`src/sv/segment_endpoint_matcher_macros.svh`:
```
// Assertion macros shared by the segment endpoint matcher RTL.
`ifndef SEGMENT_ENDPOINT_MATCHER_MACROS_SVH
`define SEGMENT_ENDPOINT_MATCHER_MACROS_SVH

// Clocked check, disabled while reset is asserted.
`define SEM_ASSERT(lbl, clk, rst_n, prop, msg) \
  lbl: assert property (@(posedge clk) disable iff (!rst_n) prop) else $error(msg);

// Clocked check that also holds during reset.
`define SEM_ASSERT_ALWAYS(lbl, clk, prop, msg) \
  lbl: assert property (@(posedge clk) prop) else $error(msg);

`endif

```
`src/sv/sem_pkg.sv`:
```
// Types, constants and codes for the segment endpoint matcher.
`default_nettype none

package sem_pkg;

  localparam int TABLE_DEPTH = 256;
  localparam int COORD_BITS  = 12;
  localparam int CNT_W       = $clog2(TABLE_DEPTH + 1);
  localparam int DIST_LAT    = 3;
  localparam int STEP_W      = $clog2(TABLE_DEPTH + DIST_LAT);
  localparam int SQ_W        = 2 * COORD_BITS;
  localparam int SUM_W       = SQ_W + 2;
  localparam int THR_W       = 26;
  localparam int CMP_W       = (SUM_W > THR_W) ? SUM_W : THR_W;
  localparam int FUNC_W      = 2;
  localparam int PADDR_W     = 3;
  localparam int PDATA_W     = 32;

  localparam logic [THR_W-1:0] THR_RESET = THR_W'(500);

  localparam logic [FUNC_W-1:0] FUNC_CLEAR  = 2'd0;
  localparam logic [FUNC_W-1:0] FUNC_APPEND = 2'd1;
  localparam logic [FUNC_W-1:0] FUNC_TEST   = 2'd2;

  // Register index, taken from the word part of paddr.
  localparam logic REG_IDX_THRESH = 1'b0;

  typedef logic [COORD_BITS-1:0] coord_t;

  typedef struct packed {
    coord_t x0;
    coord_t y0;
    coord_t x1;
    coord_t y1;
  } seg_t;

  typedef struct packed {
    logic [FUNC_W-1:0] func;
    coord_t            seg_x0;
    coord_t            seg_y0;
    coord_t            seg_x1;
    coord_t            seg_y1;
  } in_item_t;

  typedef struct packed {
    coord_t out_x0;
    coord_t out_y0;
    coord_t out_x1;
    coord_t out_y1;
  } out_item_t;

  typedef struct packed {
    logic shift;
    logic rotate;
  } cell_ctrl_t;

  typedef enum logic [1:0] {
    S_IDLE,
    S_RUN,
    S_EMIT
  } state_e;

endpackage

`default_nettype wire

```
`src/sv/sem_dist.sv`:
```
// Pipelined distance unit: forward and reversed endpoint measures against the threshold.
`default_nettype none

module sem_dist
  import sem_pkg::*;
(
  input  wire               clk_i,
  input  wire               rst_ni,
  input  wire               valid_i,
  input  seg_t              seg_i,
  input  seg_t              ref_i,
  input  wire [THR_W-1:0]   thr_i,
  output logic              hit_o
);

  function automatic coord_t abs_diff(coord_t a, coord_t b);
    abs_diff = (a > b) ? (a - b) : (b - a);
  endfunction

  coord_t            diff_d [8];
  coord_t            diff_q [8];
  logic [SQ_W-1:0]   sq_q   [8];
  logic              v1_q, v2_q, hit_q;
  logic [SUM_W-1:0]  fwd_sum, rev_sum;

  // Entries 0..3 pair endpoints forward, 4..7 reversed.
  always_comb begin
    diff_d[0] = abs_diff(seg_i.x0, ref_i.x0);
    diff_d[1] = abs_diff(seg_i.y0, ref_i.y0);
    diff_d[2] = abs_diff(seg_i.x1, ref_i.x1);
    diff_d[3] = abs_diff(seg_i.y1, ref_i.y1);
    diff_d[4] = abs_diff(seg_i.x0, ref_i.x1);
    diff_d[5] = abs_diff(seg_i.y0, ref_i.y1);
    diff_d[6] = abs_diff(seg_i.x1, ref_i.x0);
    diff_d[7] = abs_diff(seg_i.y1, ref_i.y0);
  end

  always_ff @(posedge clk_i) begin
    for (int i = 0; i < 8; i++) begin
      diff_q[i] <= diff_d[i];
      sq_q[i]   <= SQ_W'(diff_q[i]) * SQ_W'(diff_q[i]);
    end
  end

  always_comb begin
    fwd_sum = SUM_W'(sq_q[0]) + SUM_W'(sq_q[1]) + SUM_W'(sq_q[2]) + SUM_W'(sq_q[3]);
    rev_sum = SUM_W'(sq_q[4]) + SUM_W'(sq_q[5]) + SUM_W'(sq_q[6]) + SUM_W'(sq_q[7]);
  end

  always_ff @(posedge clk_i or negedge rst_ni) begin
    if (!rst_ni) begin
      v1_q  <= 1'b0;
      v2_q  <= 1'b0;
      hit_q <= 1'b0;
    end else begin
      v1_q  <= valid_i;
      v2_q  <= v1_q;
      hit_q <= v2_q && ((CMP_W'(fwd_sum) < CMP_W'(thr_i)) ||
                        (CMP_W'(rev_sum) < CMP_W'(thr_i)));
    end
  end

  assign hit_o = hit_q;

endmodule

`default_nettype wire

```
`config.mk`:
```
export PLATFORM = sky130hd
export DESIGN_NAME = sem_dist
export DESIGN_NICKNAME = d
export VERILOG_FILES = /design/src/sv/segment_endpoint_matcher_macros.svh /design/src/sv/sem_pkg.sv /design/src/sv/sem_dist.sv
export SDC_FILE = /design/constraint.sdc
export NUM_CORES = 2
export LEC_CHECK = 0
export BUFFER_PORTS_ARGS = -buffer_cell sky130_fd_sc_hd__buf_4
export CAP_MARGIN = 20
export CORE_MARGIN = 2
export CORE_UTILIZATION = 60
export DETAILED_ROUTE_END_ITERATION = 16
export PLACE_DENSITY = 0.8
export SLEW_MARGIN = 10
export SYNTH_ARGS = -nofsm -noshare
export SYNTH_HDL_FRONTEND = slang
export SYNTH_SLANG_ARGS = --single-unit
```
`constraint.sdc`:
```
create_clock -name clk_i -period 6.2 [get_ports clk_i]
set_input_delay 1.24 -clock clk_i [delete_from_list [all_inputs] [get_ports clk_i]]
set_output_delay 1.24 -clock clk_i [all_outputs]
set_load 0.01 [all_outputs]
```
## Yosys cells after proc, flatten, opt, wreduce, memory -nomap -nowiden

Memory sizes are Yosys's and may differ from the RTL's.
Cells that the tools add are included.

- Order comparisons: 10
- Reductions and logical operators: 2
- Multipliers: 8
- Muxes and demuxes: 8
- Add/sub/neg operators: 22

Operator list:

| operator | number |
|---|---|
| $mul A12 B12 Y24 | 8 |
| $sub A12 B12 Y12 | 16 |
| $gt A12 B12 Y1 | 8 |
| $mux W12 | 8 |
| $add A26 B24 Y26 | 3 |
| $lt A26 B26 Y1 | 2 |
| $add A24 B24 Y25 | 2 |
| $add A25 B24 Y26 | 1 |
| $logic_and A1 B1 Y1 | 1 |
| $logic_or A1 B1 Y1 | 1 |

- RAM bits: 288
- Bits in registers: 3
- Memories: 2
- Output and inout port bits: 1

Memory list:

| memory | words | width | rd ports | clocked after Yosys merged registers in | write ports | line | text |
|---|---|---|---|---|---|---|---|
| sq_q | 8 | 24 | 8 | 0 | 8 | sem_dist.sv:22 | `logic [SQ_W-1:0] sq_q [8];` |
| diff_q | 8 | 12 | 8 | 0 | 8 | sem_dist.sv:21 | `coord_t diff_q [8];` |

## Depth between registers and ports, before layout

- Word-level depth: 6
- Depth in mapped cells: 29
- Gate-level depth less buffers: 29

## Least setup slack after synthesis

OpenSTA, ideal clock, no wires.

- Path kind: flip-flop to flip-flop
- Start point: memory diff_q[0][45] (netlist name)
- End point: memory sq_q[3][23] (netlist name)
- Cell stages (with the launch flop): 21
- Period minus slack after synthesis: 5.503 ns
- Setup time: 0.062 ns
- Arrival time: 5.440 ns
- Setup slack: 0.697 ns
- Cells stage by stage: dfxtp_1 buf_1 inv_1 nor2_1 fa_1 fa_1 inv_1 fa_1 fa_1 inv_1 fa_1 ha_1 and3_1 and3_1 a21oi_2 o31ai_1 or4_1 a31oi_1 o21ai_1 or4_1 nand3_1

RTL lines:

| what | line |
|---|---|
| start, declared | sem_dist.sv:21 |
| end, declared | sem_dist.sv:22 |

==> key figures <==
Worst setup path
  • Worst-path maximum fanout: 9
  • Required @ worst endpoint: 6.67 ns
  • R2R setup slack: 0.39 ns
  • Data arrival, critical path: 6.29 ns
  • Setup crit end: sq_q[4][20]$_DFF_P_
  • Crit path kind: register to register
  • Max incr delay on CP: 0.55 ns
  • CP max stage cell: fa_1
  • Register-to-Register Path Depth: 18
  • Worst path most repeated cell: fa_1
  • Crit path from: diff_q[1][6]$_DFF_P_
  • RR Endpoint: sq_q[4][20]$_DFF_P_
  • Worst setup EP type: register
  • CP Launch Type: register
  • R2r startpoint: diff_q[1][6]$_DFF_P_
  • Critical-path cell list: inv_1 > nor2_1 > fa_1 > inv_1 > fa_1 > fa_1 > inv_1 > fa_1 > fa_1 > ha_1 > and2_1 > a311oi_1 > a21oi_1 > o41a_1 > o31ai_2 > a21boi_0 > nor2_1 > xnor2_1

Floorplanning
  • Core ar.: 81850 um^2
  • Die W: 291.2 um
  • Die extent in y: 291.2 um
  • Initial Utilization: 0.6047
  • Ports: 126
  • Die Area: 84800 um^2
  • FP Rows: 105

Yosys
  • Post-synthesis register bit count: 283
  • Top_reg_cell synth: dfxtp_1
  • Synthesized area: 49490 um^2
  • Synth top area cells: fa_1, ha_1, dfxtp_1
  • Async S/R FF share, synth: 0.01060
  • Cell with the most instances after synthesis: inv_1
  • Synth warn: 0
  • Library cells used by synthesis: 81
  • Largest area contributor in the netlist: fa_1
  • Post-synth top cells: inv_1, ha_1, fa_1
  • Synth top area share: 0.2880
  • Post-Synthesis Cells: 5438
  • Mean post-synth cell area: 9.101 um^2
  • Number of enable flip-flop cells after synthesis: 0
  • Seq/Total Area, Yosys: 0.1148

CTS
  • CTS tree: done
  • Clock Pin Slew Worst Setup and Hold Paths: 0.06 ns
  • Htree depth: 2
  • CTS sink count: 283
  • CTS root buffer: clkbuf_16
  • Clk Latency, worst-skew pair: 0.56 ns
  • Post-CTS setup buffer count: 0
  • Hold_buf cts: 0
  • Cts bufs inserted: 36
  • Clk buf depth: 3

Timing
  • Setup TNS: 0 ns
  • Min Tclk post-route: 5.812 ns
  • Slew Viols, Final: 0
  • Tightest Pin Transition: 1.077 ns
  • Tcrit/Tclk final: 0.9375
  • Fmax: 172.0 MHz
  • Final Hold Fails: 0
  • Slew HR: 0.2794
  • Skew final: 0.02290 ns
  • RSZ-0062 raised after global routing: no
  • Setup violators final: 0

GRT
  • GRT overflow: 0
  • Initial antenna violation count: 3
  • First-pass GRT wire length: 193.6 mm
  • Gr usage total: 0.2832
  • Largest net degree at the start of global routing: 21
  • Vias in the first global route: 38092

Finish
  • Final instance area: 52830 um^2
  • P&R area growth vs syn: 6.750%
  • Final Util: 0.6455
  • Final #Nets: 7117
  • Layout cells sized above 1: 0.05364
  • Filler cells: 6580

Hold path
  • Hold Crit Start: v1_q$_DFF_PN0_
  • Hold Path Cell Cnt: 0
  • Min-delay worst type: register to register

Routing
  • Detailed Route WL: 117.9 mm
  • Detailed Routing Iterations Pass 1: 6
  • Routed len/inst: 17.84 um
  • Number of remaining DRC errors: 0
  • Via/cell ratio: 5.618
  • Starting DRT DRC Count: 2405
  • Routed Antenna Nets: 0
  • Routed via count: 37122

Place
  • DP Area: 51550 um^2
  • PortBufs: 125
  • DP HPWL: 100.7 mm
  • Final Wtd Congestion: 0.9944

Status
  • Status: finished, final reports clean

Job
  • Max_cap viols: 0
routing by layer:
| layer | vias to the layer above | GRT usage | routed length, um |
|---|---|---|---|
| met2 | 1115 | 0.4671 | 55320 |
| li1 | 17471 | - | - |
| met3 | 203 | 0.04009 | 7456 |
| met4 | 2 | 0.07873 | 3513 |
| met1 | 18331 | 0.3900 | 51610 |
| met5 | - | 0 | 12 |
sequential cells by signal, indices dropped and copies added, names as in the netlist:
register,count
diff_q,96
hit_o,1
sq_q,184
v2_q,1
v1_q,1
how the worst min path moves through the flow:
| stage | slack, ns | end |
|---|---|---|
| finish | 0.38 | v2_q$_DFF_PN0_ |
| detailed placement | 0.35 | v2_q$_DFF_PN0_ |
| floorplan | 0.33 | v2_q$_DFF_PN0_ |
| CTS | 0.38 | v2_q$_DFF_PN0_ |
| global route | 0.40 | v2_q$_DFF_PN0_ |
| global placement | 0.34 | v2_q$_DFF_PN0_ |
cells in the final DEF (no fill, tap or decap), types with 26 or more instances in the layout:
| cell | count |
|---|---|
| a211oi_1 | 39 |
| nand2b_1 | 36 |
| a21o_1 | 126 |
| xnor2_1 | 217 |
| dfxtp_1 | 279 |
| o21ai_0 | 160 |
| fa_1 | 712 |
| or2_2 | 28 |
| nand2_1 | 266 |
| or3_1 | 31 |
| nor2b_1 | 89 |
| mux2i_1 | 54 |
| o21bai_1 | 26 |
| nand4_1 | 34 |
| nor3_1 | 67 |
| buf_4 | 157 |
| o21a_1 | 48 |
| inv_1 | 1116 |
| clkbuf_16 | 37 |
| a21oi_1 | 246 |
| xor2_1 | 104 |
| nand3_1 | 50 |
| and2_1 | 369 |
| ha_1 | 767 |
| a21boi_0 | 32 |
| nor2_1 | 198 |
per-stage QoR:
stage	instances	hold slack (ns)	worst slack [ns]
final	6608	0.3827	0.3876
after global routing	6607	0.3958	0.009921
after CTS	6607	0.3836	0.2928
after detailed placement	6545	0.3497	0.2803
after global placement	6545	0.3399	0.3316
after floorplan	5441	0.3312	0.6975
final cells by class:
class / instances / area, um^2 / share of cell area
multi-input cells: 3919 / 39190 / 0.7419
flip-flops and latches: 283 / 5682 / 0.1075
inverters: 1116 / 4189 / 0.07929
well taps: 1070 / 1339 / 0.02534
repair buffers: 157 / 1179 / 0.02231
clock buffers: 44 / 992.2 / 0.01878
clock inverters: 18 / 255.2 / 0.004831
diodes: 1 / 2.502 / 0.00004737
what timing repair did:
item                       4_1_cts  5_1_grt
hold endpoints to repair         0        0
resized for setup                0        5
setup endpoints to repair        0        3
worst max-delay path, delay by kind of cell (launching register included):
kind,cells,cell delay (ns)
AND/OR/NAND/NOR,3,0.59
flip-flops,1,0.50
AO/OA/AOI/OAI,5,1.48
XOR/XNOR,1,0.12
buffers and inverters,3,0.31
adder cells (fa/ha/maj),6,2.73
kinds of logic (layout without fill, tap and decap cells):
family,after synthesis,in the layout,synth area share
AND/OR/NAND/NOR,1212,1212,0.1277
adder cells (fa/ha/maj),1479,1479,0.4819
other,2,6,0.0001517
AO/OA/AOI/OAI,831,831,0.1095
buffers and inverters,1239,1335,0.09438
multiplexers,71,71,0.01479
flip-flops,283,283,0.1148
XOR/XNOR,321,321,0.05681
Power is left out: the tool's default activity adds up to more than one toggle a clock period on the data nets, which glitch-free logic cannot reach.
