==> config.mk <==
export PLATFORM = sky130hd
export DESIGN_NAME = sem_cell
export DESIGN_NICKNAME = d
export VERILOG_FILES = /design/src/sv/segment_endpoint_matcher_macros.svh /design/src/sv/sem_pkg.sv /design/src/sv/sem_cell.sv
export SDC_FILE = /design/constraint.sdc
export NUM_CORES = 1
export LEC_CHECK = 0
export ABC_CLOCK_PERIOD_IN_PS = 2900
export BUFFER_PORTS_ARGS = -buffer_cell sky130_fd_sc_hd__buf_2
export CAP_MARGIN = 40
export CELL_PAD_IN_SITES_DETAIL_PLACEMENT = 1
export CELL_PAD_IN_SITES_GLOBAL_PLACEMENT = 1
export CORE_ASPECT_RATIO = 0.75
export CORE_MARGIN = 1
export CORE_UTILIZATION = 33
export DETAILED_ROUTE_END_ITERATION = 12
export GPL_TIMING_DRIVEN = 1
export PLACE_DENSITY_LB_ADDON = 0.1
export SLEW_MARGIN = 15
export SYNTH_ARGS = -nofsm -noshare
export SYNTH_HDL_FRONTEND = slang
export SYNTH_SLANG_ARGS = --single-unit
==> constraint.sdc <==
create_clock -name clk_i -period 2.9 [get_ports clk_i]
set_input_delay 0.145 -clock clk_i [delete_from_list [all_inputs] [get_ports clk_i]]
set_output_delay 0.145 -clock clk_i [all_outputs]
set_load 0.03 [all_outputs]
==> src/sv/segment_endpoint_matcher_macros.svh <==
// Assertion macros shared by the segment endpoint matcher RTL.
`ifndef SEGMENT_ENDPOINT_MATCHER_MACROS_SVH
`define SEGMENT_ENDPOINT_MATCHER_MACROS_SVH

// Clocked check, disabled while reset is asserted.
`define SEM_ASSERT(lbl, clk, rst_n, prop, msg) \
  lbl: assert property (@(posedge clk) disable iff (!rst_n) prop) else $error(msg);

// Clocked check that also holds during reset.
`define SEM_ASSERT_ALWAYS(lbl, clk, prop, msg) \
  lbl: assert property (@(posedge clk) prop) else $error(msg);

`endif

==> src/sv/sem_pkg.sv <==
// Types, constants and codes for the segment endpoint matcher.
`default_nettype none

package sem_pkg;

  localparam int TABLE_DEPTH = 256;
  localparam int COORD_BITS  = 12;
  localparam int CNT_W       = $clog2(TABLE_DEPTH + 1);
  localparam int DIST_LAT    = 3;
  localparam int STEP_W      = $clog2(TABLE_DEPTH + DIST_LAT);
  localparam int SQ_W        = 2 * COORD_BITS;
  localparam int SUM_W       = SQ_W + 2;
  localparam int THR_W       = 26;
  localparam int CMP_W       = (SUM_W > THR_W) ? SUM_W : THR_W;
  localparam int FUNC_W      = 2;
  localparam int PADDR_W     = 3;
  localparam int PDATA_W     = 32;

  localparam logic [THR_W-1:0] THR_RESET = THR_W'(500);

  localparam logic [FUNC_W-1:0] FUNC_CLEAR  = 2'd0;
  localparam logic [FUNC_W-1:0] FUNC_APPEND = 2'd1;
  localparam logic [FUNC_W-1:0] FUNC_TEST   = 2'd2;

  // Register index, taken from the word part of paddr.
  localparam logic REG_IDX_THRESH = 1'b0;

  typedef logic [COORD_BITS-1:0] coord_t;

  typedef struct packed {
    coord_t x0;
    coord_t y0;
    coord_t x1;
    coord_t y1;
  } seg_t;

  typedef struct packed {
    logic [FUNC_W-1:0] func;
    coord_t            seg_x0;
    coord_t            seg_y0;
    coord_t            seg_x1;
    coord_t            seg_y1;
  } in_item_t;

  typedef struct packed {
    coord_t out_x0;
    coord_t out_y0;
    coord_t out_x1;
    coord_t out_y1;
  } out_item_t;

  typedef struct packed {
    logic shift;
    logic rotate;
  } cell_ctrl_t;

  typedef enum logic [1:0] {
    S_IDLE,
    S_RUN,
    S_EMIT
  } state_e;

endpackage

`default_nettype wire

==> src/sv/sem_cell.sv <==
// One table cell: holds a reference segment, shifts up on append, rotates down on test.
`default_nettype none

module sem_cell
  import sem_pkg::*;
(
  input  wire        clk_i,
  input  cell_ctrl_t ctrl_i,
  input  seg_t       prev_i,
  input  seg_t       next_i,
  output seg_t       seg_o
);

  seg_t seg_q;

  always_ff @(posedge clk_i) begin
    if (ctrl_i.shift) begin
      seg_q <= prev_i;
    end else if (ctrl_i.rotate) begin
      seg_q <= next_i;
    end
  end

  assign seg_o = seg_q;

endmodule

`default_nettype wire

### Word level (Yosys, flattened, before mapping)

Cells that the tools add are included.

* register bits: 48
* bits in latches: 0
* memory bits (writable): 0
* memory bits (read-only): 0
* input port bits: 99
* output and inout port bits: 48
* word-level logic and storage cells: 7
* memories: 0

* add/sub/neg operators: 0
* $mul: 0
* div/mod/pow operators: 0
* $lt $le $gt $ge: 0
* eq/ne operators: 0
* shift operators: 0
* multiplexer cells: 2
* bitwise gates (word level): 0
* reduce and logical (&&, ||, !) cells: 1

Operator list (count)
* $mux 48: 2
* $reduce_bool 2->1: 1

### Logic depth before layout (Yosys ltp)

Gate-level depths: netlist of run 1.

* depth after elaboration: 2
* gate-level depth with buffers: 3

### Worst setup path after synthesis of run 1

Ideal clock, no wire load.

* path kind: input-to-reg
* start point: in ctrl_i[1] (netlist bit)
* end point: reg seg_q, in the netlist seg_o[0] (enable)
* setup time: 0.408 ns
* arrival time: 1.539 ns
* slack: 0.953 ns
* stages on the path: 3
* path buffers: 2
* path through: buf_6 buf_6 or2_1

* word-level cells in the longest chain between the ends: 1

Ends and longest elaborated chain
* start: declaration: RTL line sem_cell.sv:8 `input cell_ctrl_t ctrl_i,`
* $reduce_bool 2->1 (no line)
* end signal: assignment: RTL line sem_cell.sv:18 `seg_q <= prev_i;`
* end signal: assignment: RTL line sem_cell.sv:20 `seg_q <= next_i;`
* end: declaration: RTL line sem_cell.sv:14 `seg_t seg_q;`

No other way between the ends.
A chain may end at the register's enable or synchronous reset.

### Final worst setup path of run 1

* start point: in ctrl_i[1] (netlist bit)
* end point: reg seg_q, in the netlist seg_o[46] (data pin)

* word-level cells in the longest chain between the ends: 1

Ends and longest elaborated chain
* $mux 48: RTL line sem_cell.sv:17 `if (ctrl_i.shift) begin`

No other way between the ends.

==> results by group, run 1 <==
STA
  – Min Tclk post-route: 1.15 ns
  – RSZ-0062 raised after global routing: no
  – Crit share post-route: 0.395
  – Tightest Pin Transition: between 0.6 and 0.7 ns
  – Slew Limit Headroom: 0.558
  – # setup viols final: 0
  – Setup TNS: 0 ns
  – Final hold vios: 0
  – Slew Limit Fails: 0
  – Fmax: approximately 870 MHz

Clocking
  – CTS tree: built
  – Post-CTS setup buffers: 0
  – Cts repair resizes: 0
  – Total clock sinks: between 40 and 50
  – Cts bufs inserted: 5
  – Clk pin slew, worst setup/hold paths: 0.09 ns
  – H-tree Lvls: 2
  – Clk buf depth: 2
  – Clk root buf: clkbuf_8
  – Hold_buf cts: 0

Yosys
  – Synth top area share: 0.697
  – Post-synthesis cell type count: 6
  – Top-count cell post-synth: edfxtp_1
  – Commonest cells post-synth: edfxtp_1, mux2_2, mux2_4
  – Cell count after synthesis: 102
  – Post-synth top area cell: edfxtp_1
  – Post-synth EDFFs: 48
  – Post-synthesis sequential area ratio: 0.697
  – Synth Area per Inst: 20.3 um^2
  – Flops & latches, synth: 48
  – Synth area leaders: edfxtp_1, mux2_2, mux2_4
  – Warnings, synthesis: 0
  – Top FF cell, synth: edfxtp_1
  – Mapped Area: between 0.002 and 0.0025 mm^2
  – Post-synth ARST share: 0
  – Syn_nets: 201

Worst hold path
  – Worst hold path type: in2reg
  – Hold EP: seg_o[44]$_DFFE_PP_
  – HP Start: prev_i[44]
  – Hold path cells: 2

Layout
  – Fillers: 643
  – Fraction of layout cells with a size suffix above 1: 0.806
  – Area growth from synthesis to layout: 43.2%
  – Max reg flops: 48
  – Footprint of the flip-flops and latches: between 0.001 and 0.0015 mm^2
  – Layout Cells excl Fill: 331
  – Multi-input logic area: 581 um^2
  – Final #Nets: around 350
  – Ant. Diodes: 0

GRT
  – Overflow after GRT: 0
  – Initial antenna violation count: 0
  – Largest net degree at the start of global routing: 49
  – Vias in the first global route: ~1600
  – Gr usage total: 0.153
  – First-pass GRT wire length: about 7.5 mm

Worst setup path
  – Worst EP arrival: 1.19 ns
  – Crit end category: flop
  – Critical path's slowest cell: buf_4
  – Required @ worst endpoint: ~3.0 ns
  – Startpoint types: primary input
  – Crit-path max cell delay: 0.53 ns
  – WS Path Type: in2reg
  – Crit-path cells: buf_2 -> buf_4 -> mux2_2
  – CP Max Fanout: 48

Outcome
  – Outcome: completed

Detailed routing
  – 1st-iter DRT viols: 20
  – DR WL/cell: ~15 um
  – DR DRC count: 0
  – Vias: around 1500
  – WL final: a little under 5 mm
  – Drt first pass iters: 4
  – Via-to-Cell Ratio: between 4 and 5
  – Remaining antenna violation count: 0

Placement
  – Detailed placement HPWL: 3.78 mm
  – PortBufs: 146
  – Placed insts: about 320
  – GPL Wtd Cong: around 0.73

Die
  – Die Y: just over 70 um
  – Row count: 24
  – Placeable Area: 0.00592 mm^2
  – IO Pins: 147
  – Starting Density: 0.349
  – Die W: 93.4 um
  – Die area: 0.00659 mm^2

Run
  – Max Cap Viol: 0

Power and ir drop
  – Cell Pwr Density: 556 mW/mm^2
  – VDD IR max: ~0.00026 V
  – Lkg Pwr: 1.35 nW
## cell usage in the layout (no fill, tap or decap), drive strengths merged
master / n
or2: 1
buf: 148
clkbuf: 5
edfxtp: 48
mux2: 48
clkinv: 3
## critical path: cells and delay by family
family	cells	cell delay, ns
muxes	1	0.41
buffers and inverters	2	0.61
## area by class of cell
class,count,share of cell area
sequential,48,0.487
clock inverter,3,0.00465
clock buffer,5,0.0232
multi-input combinational,49,0.196
timing repair buffer,148,0.256
tap,78,0.0330
## worst max-delay path by stage
stage	cells past startpoint	startpoint	end	slack, ns
2_1_floorplan	3	ctrl_i[1]	seg_o[0]$_DFFE_PP_	0.95
3_3_place_gp	3	ctrl_i[1]	seg_o[16]$_DFFE_PP_	1.43
3_5_place_dp	3	ctrl_i[1]	seg_o[9]$_DFFE_PP_	1.42
4_1_cts	3	ctrl_i[1]	seg_o[16]$_DFFE_PP_	1.75
5_1_grt	3	ctrl_i[1]	seg_o[16]$_DFFE_PP_	1.70
6_report	3	ctrl_i[1]	seg_o[46]$_DFFE_PP_	1.75
## per-layer routing
layer	global-route usage	share of wire	wire (um)	vias up
li1	-	-	-	696
met1	0.182	0.40	1970	679
met2	0.254	0.48	2370	86
met3	0.0591	0.11	534	10
met4	0.0530	0.019	96	0
met5	0	0	0	-
## cells by family after synthesis
family | count (synthesis) | synth area share
flops | 48 | 0.697
simple gates | 1 | 0.00303
mux | 48 | 0.278
buf+inv | 5 | 0.0218
## stage by stage
step | area (um^2) | power (mW) | util | setup slack [ns] | hold WS [ns]
floorplan | 2070 | 1.13 | - | 0.953 | 0.362
global placement | 2880 | 1.28 | 0.486 | 1.43 | 0.447
detailed placement | 2880 | 1.28 | 0.486 | 1.42 | 0.448
CTS | 2960 | 1.66 | 0.500 | 1.75 | 0.132
global route | 2960 | 1.72 | 0.500 | 1.70 | 0.126
finish | 2960 | 1.64 | 0.500 | 1.75 | 0.141
## report_power, final
part	switching [mW]	total, mW	internal [mW]
registers	0.0175	0.868	0.851
logic	0.241	0.393	0.152
clock network	0.220	0.384	0.164
total	0.478	1.64	1.17
Power figures use the tool's default switching activity.
==> run 2: changes to the inputs <==
- ABC_CLOCK_PERIOD_IN_PS: 2900 -> 900
- CORE_UTILIZATION: 33 -> 28
- clock period: 2.9 -> 0.9 ns (I/O delays scaled with it)
==> results by group, run 2 (synthesis gave the netlist of run 1 again) <==
Layout
  – Fraction of layout cells with a size suffix above 1: 0.813
  – Fillers: approximately 740
  – Final #Nets: 355
  – Final design utilization: 0.490
  – Max reg flops: between 40 and 50
  – Ant. Diodes: 0
  – Layout Cells excl Fill: ~360
  – Post-route cell area: 0.00341 mm^2
  – Commonest non-fill, non-tap cell in the layout: buf_2
  – Most frequent cells in the layout: buf_2, buf_6, edfxtp_1
  – Area growth from synthesis to layout: 65.0%

Detailed routing
  – WL final: approximately 5.2 mm
  – DR DRC count: 0
  – Drt first pass iters: 3
  – Via-to-Cell Ratio: ~4.2
  – DR WL/cell: 14.5 um
  – 1st-iter DRT viols: 31
  – Remaining antenna violation count: 0
  – Vias: between 1000 and 1500

GRT
  – Met2 Resource Use GR: 0.234
  – Overflow after GRT: 0
  – Gr usage total: 0.134
  – Largest net degree at the start of global routing: 20
  – GR Util met3: 0.0532
  – Met1 Track Usage GR: 0.152
  – First-pass GRT wire length: 7.73 mm
  – Gr busiest metal: met2
  – Vias in the first global route: between 1500 and 2000
  – Initial antenna violation count: 1

Worst setup path
  – CP Max Fanout: 1
  – Critical path's slowest cell: edfxtp_1
  – Crit end category: primary output
  – Crit-path cells: buf_6
  – Worst EP arrival: ~0.86 ns
  – WP buf/inv: 1
  – WS Path Type: reg2out
  – Startpoint types: flop
  – Delay-heaviest family, CP: flip-flops
  – Crit-path max cell delay: 0.41 ns
  – Total stage count of the critical path: 1
  – Required @ worst endpoint: around 0.85 ns

Placement
  – PortBufs: between 100 and 150
  – Detailed placement HPWL: ~4 mm
  – Placed insts: between 300 and 400
  – Placed Area: 0.00300 mm^2
  – GPL Wtd Cong: 0.681
  – Pre-CTS setup slack: -0.180 ns

STA
  – Min Tclk post-route: 0.905 ns
  – Setup TNS: -0.00898 ns
  – RSZ-0062 raised after global routing: yes
  – Slew Limit Headroom: 0.866
  – Final hold vios: 0
  – Tightest Pin Transition: between 0.2 and 0.25 ns
  – Crit share post-route: 1.01
  – # setup viols final: 2
  – Setup ws final: -0.00491 ns
  – Fmax: between 1000 and 1500 MHz
  – Slew Limit Fails: 0

Run
  – Max Cap Viol: 0

Power and ir drop
  – Cell Pwr Density: 1760 mW/mm^2
  – VDD IR max: 0.000630 V
  – Lkg Pwr: around 1.5 nW

Die
  – Row count: 26
  – IO Pins: 147
  – Placeable Area: 0.00696 mm^2
  – Die Y: 76.4 um
  – Starting Density: 0.297
  – Die area: around 0.0077 mm^2
  – Die W: 101 um

Clocking
  – CTS tree: built
  – H-tree Lvls: 2
  – Clk pin slew, worst setup/hold paths: ~0.090 ns
  – Hold_buf cts: 0
  – Cts bufs inserted: 5
  – Total clock sinks: 48
  – Cts repair resizes: slightly above 60
  – Clk buf depth: 2
  – Clk root buf: clkbuf_8
  – Post-CTS setup buffers: 0

Outcome
  – Failing checks: negative setup slack
  – Outcome: finished, violations left

Worst hold path
  – Hold path cells: 2
  – Worst hold path type: in2reg
[run 2: cell types whose count changed in the layout (fill, tap and decap cells not counted)]
cell,change
clkinv_1,-1
or2_4,+1
buf_6,+48
buf_4,-1
clkinvlp_4,+1
or2_2,-1
buf_2,-48
bufinv_16,+1
clkinv_2,-1
buf_12,+5
[run 2: where the power goes]
part,total [mW],switching (mW),internal [mW]
Clock,1.56,0.732,0.823
Combinational,1.59,0.779,0.806
Sequential,2.86,0.112,2.75
[run 2: cell type report]
class	count	area [um^2]	share of cell area
multi-input combinational	49	583	0.171
sequential	48	1440	0.423
clock buffer	5	68.8	0.0202
clock inverter	3	42.5	0.0125
tap	98	123	0.0360
timing repair buffer	152	1150	0.338
[run 2: worst paths after layout]
kind / slack (ns) / from / endpoint
setup / recovery: -0.005 / seg_o[45]$_DFFE_PP_ / seg_o[45]
hold / removal: 0.04 / prev_i[36] / seg_o[36]$_DFFE_PP_
[run 2: through the flow]
stage	hold WS [ns]	total power, mW
2_1_floorplan	0.262	3.66
3_3_place_gp	0.347	4.17
3_5_place_dp	0.350	4.18
4_1_cts	0.0367	5.96
5_1_grt	0.0194	6.27
6_report	0.0449	6.00
[run 2: routing by layer]
metal / routed length (um) / share of wire
met5: 14 / 0.0027
met4: 27 / 0.0052
met3: 470 / 0.091
met2: 2560 / 0.50
met1: 2080 / 0.40
==> run 3: changes to the inputs <==
- GPL_TIMING_DRIVEN: 1 -> 0
==> results by group, run 3 (synthesis gave the netlist of run 1 again) <==
Clocking
  – Clk root buf: clkbuf_8
  – H-tree Lvls: 2
  – Clk pin slew, worst setup/hold paths: 0.09 ns
  – Clk buf depth: 2
  – CTS tree: built
  – Post-CTS setup buffers: 0
  – Total clock sinks: 48
  – Cts bufs inserted: 5

Outcome
  – Outcome: finished, violations left
  – Failing checks: negative setup slack

GRT
  – First-pass GRT wire length: approximately 7.5 mm
  – Largest net degree at the start of global routing: 25
  – Overflow after GRT: 0
  – Initial antenna violation count: 0
  – Gr usage total: 0.132
  – Vias in the first global route: roughly 1500

Power and ir drop
  – Sw frac: 0.278
  – Sw Pwr: about 1.6 mW
  – Clock share of power: 0.213
  – Power share of the sequential group: 0.511
  – Internal: just over 4 mW
  – VDD IR max: about 0.00058 V
  – Cell Pwr Density: 1690 mW/mm^2
  – Comb pwr share: 0.276
  – Lkg Pwr: approximately 1.5 nW

Detailed routing
  – Vias: 1484
  – DR DRC count: 0
  – Drt first pass iters: 4
  – Via-to-Cell Ratio: around 4.2
  – WL final: between 5 and 6 mm
  – DR WL/cell: 14.6 um
  – 1st-iter DRT viols: 15
  – Remaining antenna violation count: 0

Die
  – Row count: 26
  – Die Y: 76.4 um
  – Die area: slightly below 0.008 mm^2
  – Die W: 101 um
  – Starting Density: 0.297
  – IO Pins: roughly 150
  – Placeable Area: slightly below 0.007 mm^2

STA
  – Tightest Pin Transition: 0.363 ns
  – Setup ws final: -0.000472 ns
  – Setup TNS: -0.000472 ns
  – Final hold slack: 0.0449 ns
  – Min Tclk post-route: 0.900 ns
  – RSZ-0062 raised after global routing: yes
  – Crit share post-route: 1.00
  – Fmax: between 1000 and 1500 MHz
  – # setup viols final: 1
  – Final hold vios: 0
  – Slew Limit Fails: 0
  – Slew Limit Headroom: 0.758

Worst setup path
  – Crit-path cells: buf_6
  – CP Max Fanout: 1
  – WS Path Type: reg2out
  – Required @ worst endpoint: about 0.85 ns
  – Startpoint types: flop
  – WP buf/inv: 1
  – Worst EP arrival: 0.86 ns
  – Critical path's slowest cell: edfxtp_1
  – Delay-heaviest family, CP: flip-flops
  – Crit end category: primary output
  – Crit-path max cell delay: roughly 0.40 ns

Worst hold path
  – Hold path cells: 2
  – Worst hold path type: in2reg
  – HP Start: prev_i[35]
  – Hold EP: seg_o[35]$_DFFE_PP_

Layout
  – Final #Nets: ~350
  – Commonest non-fill, non-tap cell in the layout: buf_2
  – Ant. Diodes: 0
  – Max reg flops: 48
  – Fraction of layout cells with a size suffix above 1: 0.804
  – Final design utilization: 0.474
  – Area growth from synthesis to layout: 59.6%
  – Most frequent cells in the layout: buf_2, edfxtp_1, buf_6

Placement
  – Detailed placement HPWL: between 3 and 4 mm
  – Pre-CTS setup slack: -0.403 ns
  – GPL Wtd Cong: about 0.65
  – PortBufs: roughly 150

Run
  – Max Cap Viol: 0
run 3: power groups by stage:
stage / clock, mW / sequential, mW / combinational (mW)
finish: 1.19 / 2.85 / 1.54
global route: 1.31 / 2.88 / 1.63
CTS: 1.26 / 2.82 / 1.42
detailed placement: 0 / 2.84 / 1.30
global placement: 0 / 2.84 / 1.29
floorplan: 0 / 3.37 / 0.288
run 3: stage by stage:
step | area (um^2) | std cells | power, mW
after floorplan | 2090 | 102 | 3.66
after global placement | 2940 | 345 | 4.12
after detailed placement | 2940 | 345 | 4.14
after CTS | 3140 | 353 | 5.50
after global routing | 3300 | 353 | 5.82
final | 3300 | 353 | 5.58
run 3: worst max path at each step:
stage                                    from                  end  slack (ns)  cells after the start
final                     seg_o[14]$_DFFE_PP_            seg_o[14]     -0.0005                      1
after global routing      seg_o[25]$_DFFE_PP_            seg_o[25]       -0.04                      1
after CTS                 seg_o[45]$_DFFE_PP_            seg_o[45]       -0.02                      1
after detailed placement            ctrl_i[1]   seg_o[9]$_DFFE_PP_       -0.40                      3
after global placement              ctrl_i[1]  seg_o[13]$_DFFE_PP_       -0.41                      3
after floorplan                     ctrl_i[1]   seg_o[0]$_DFFE_PP_       -0.19                      3
run 3: area by class of cell:
type	instances	area, um^2
Fill cell	742	3660
Timing Repair Buffer	145	1000
Buffer	5	62.6
Multi-Input combinational cell	50	592
Sequential cell	48	1440
Clock inverter	2	7.51
Tap cell	98	123
Clock buffer	5	68.8
run 3: layer usage:
metal	vias up	routed length, um	GRT usage
met2	79	2520	0.227
met1	695	2090	0.150
met4	0	46	0.0406
met3	5	498	0.0486
li1	705	-	-
met5	-	0	0
run 3: timing repair:
action / CTS / global route
hold buffers: 0 / 0
gates resized for setup: 41 / 75
setup endpoints to repair: 70 / 45
pin swaps: 1 / 0
gates cloned: 1 / 0
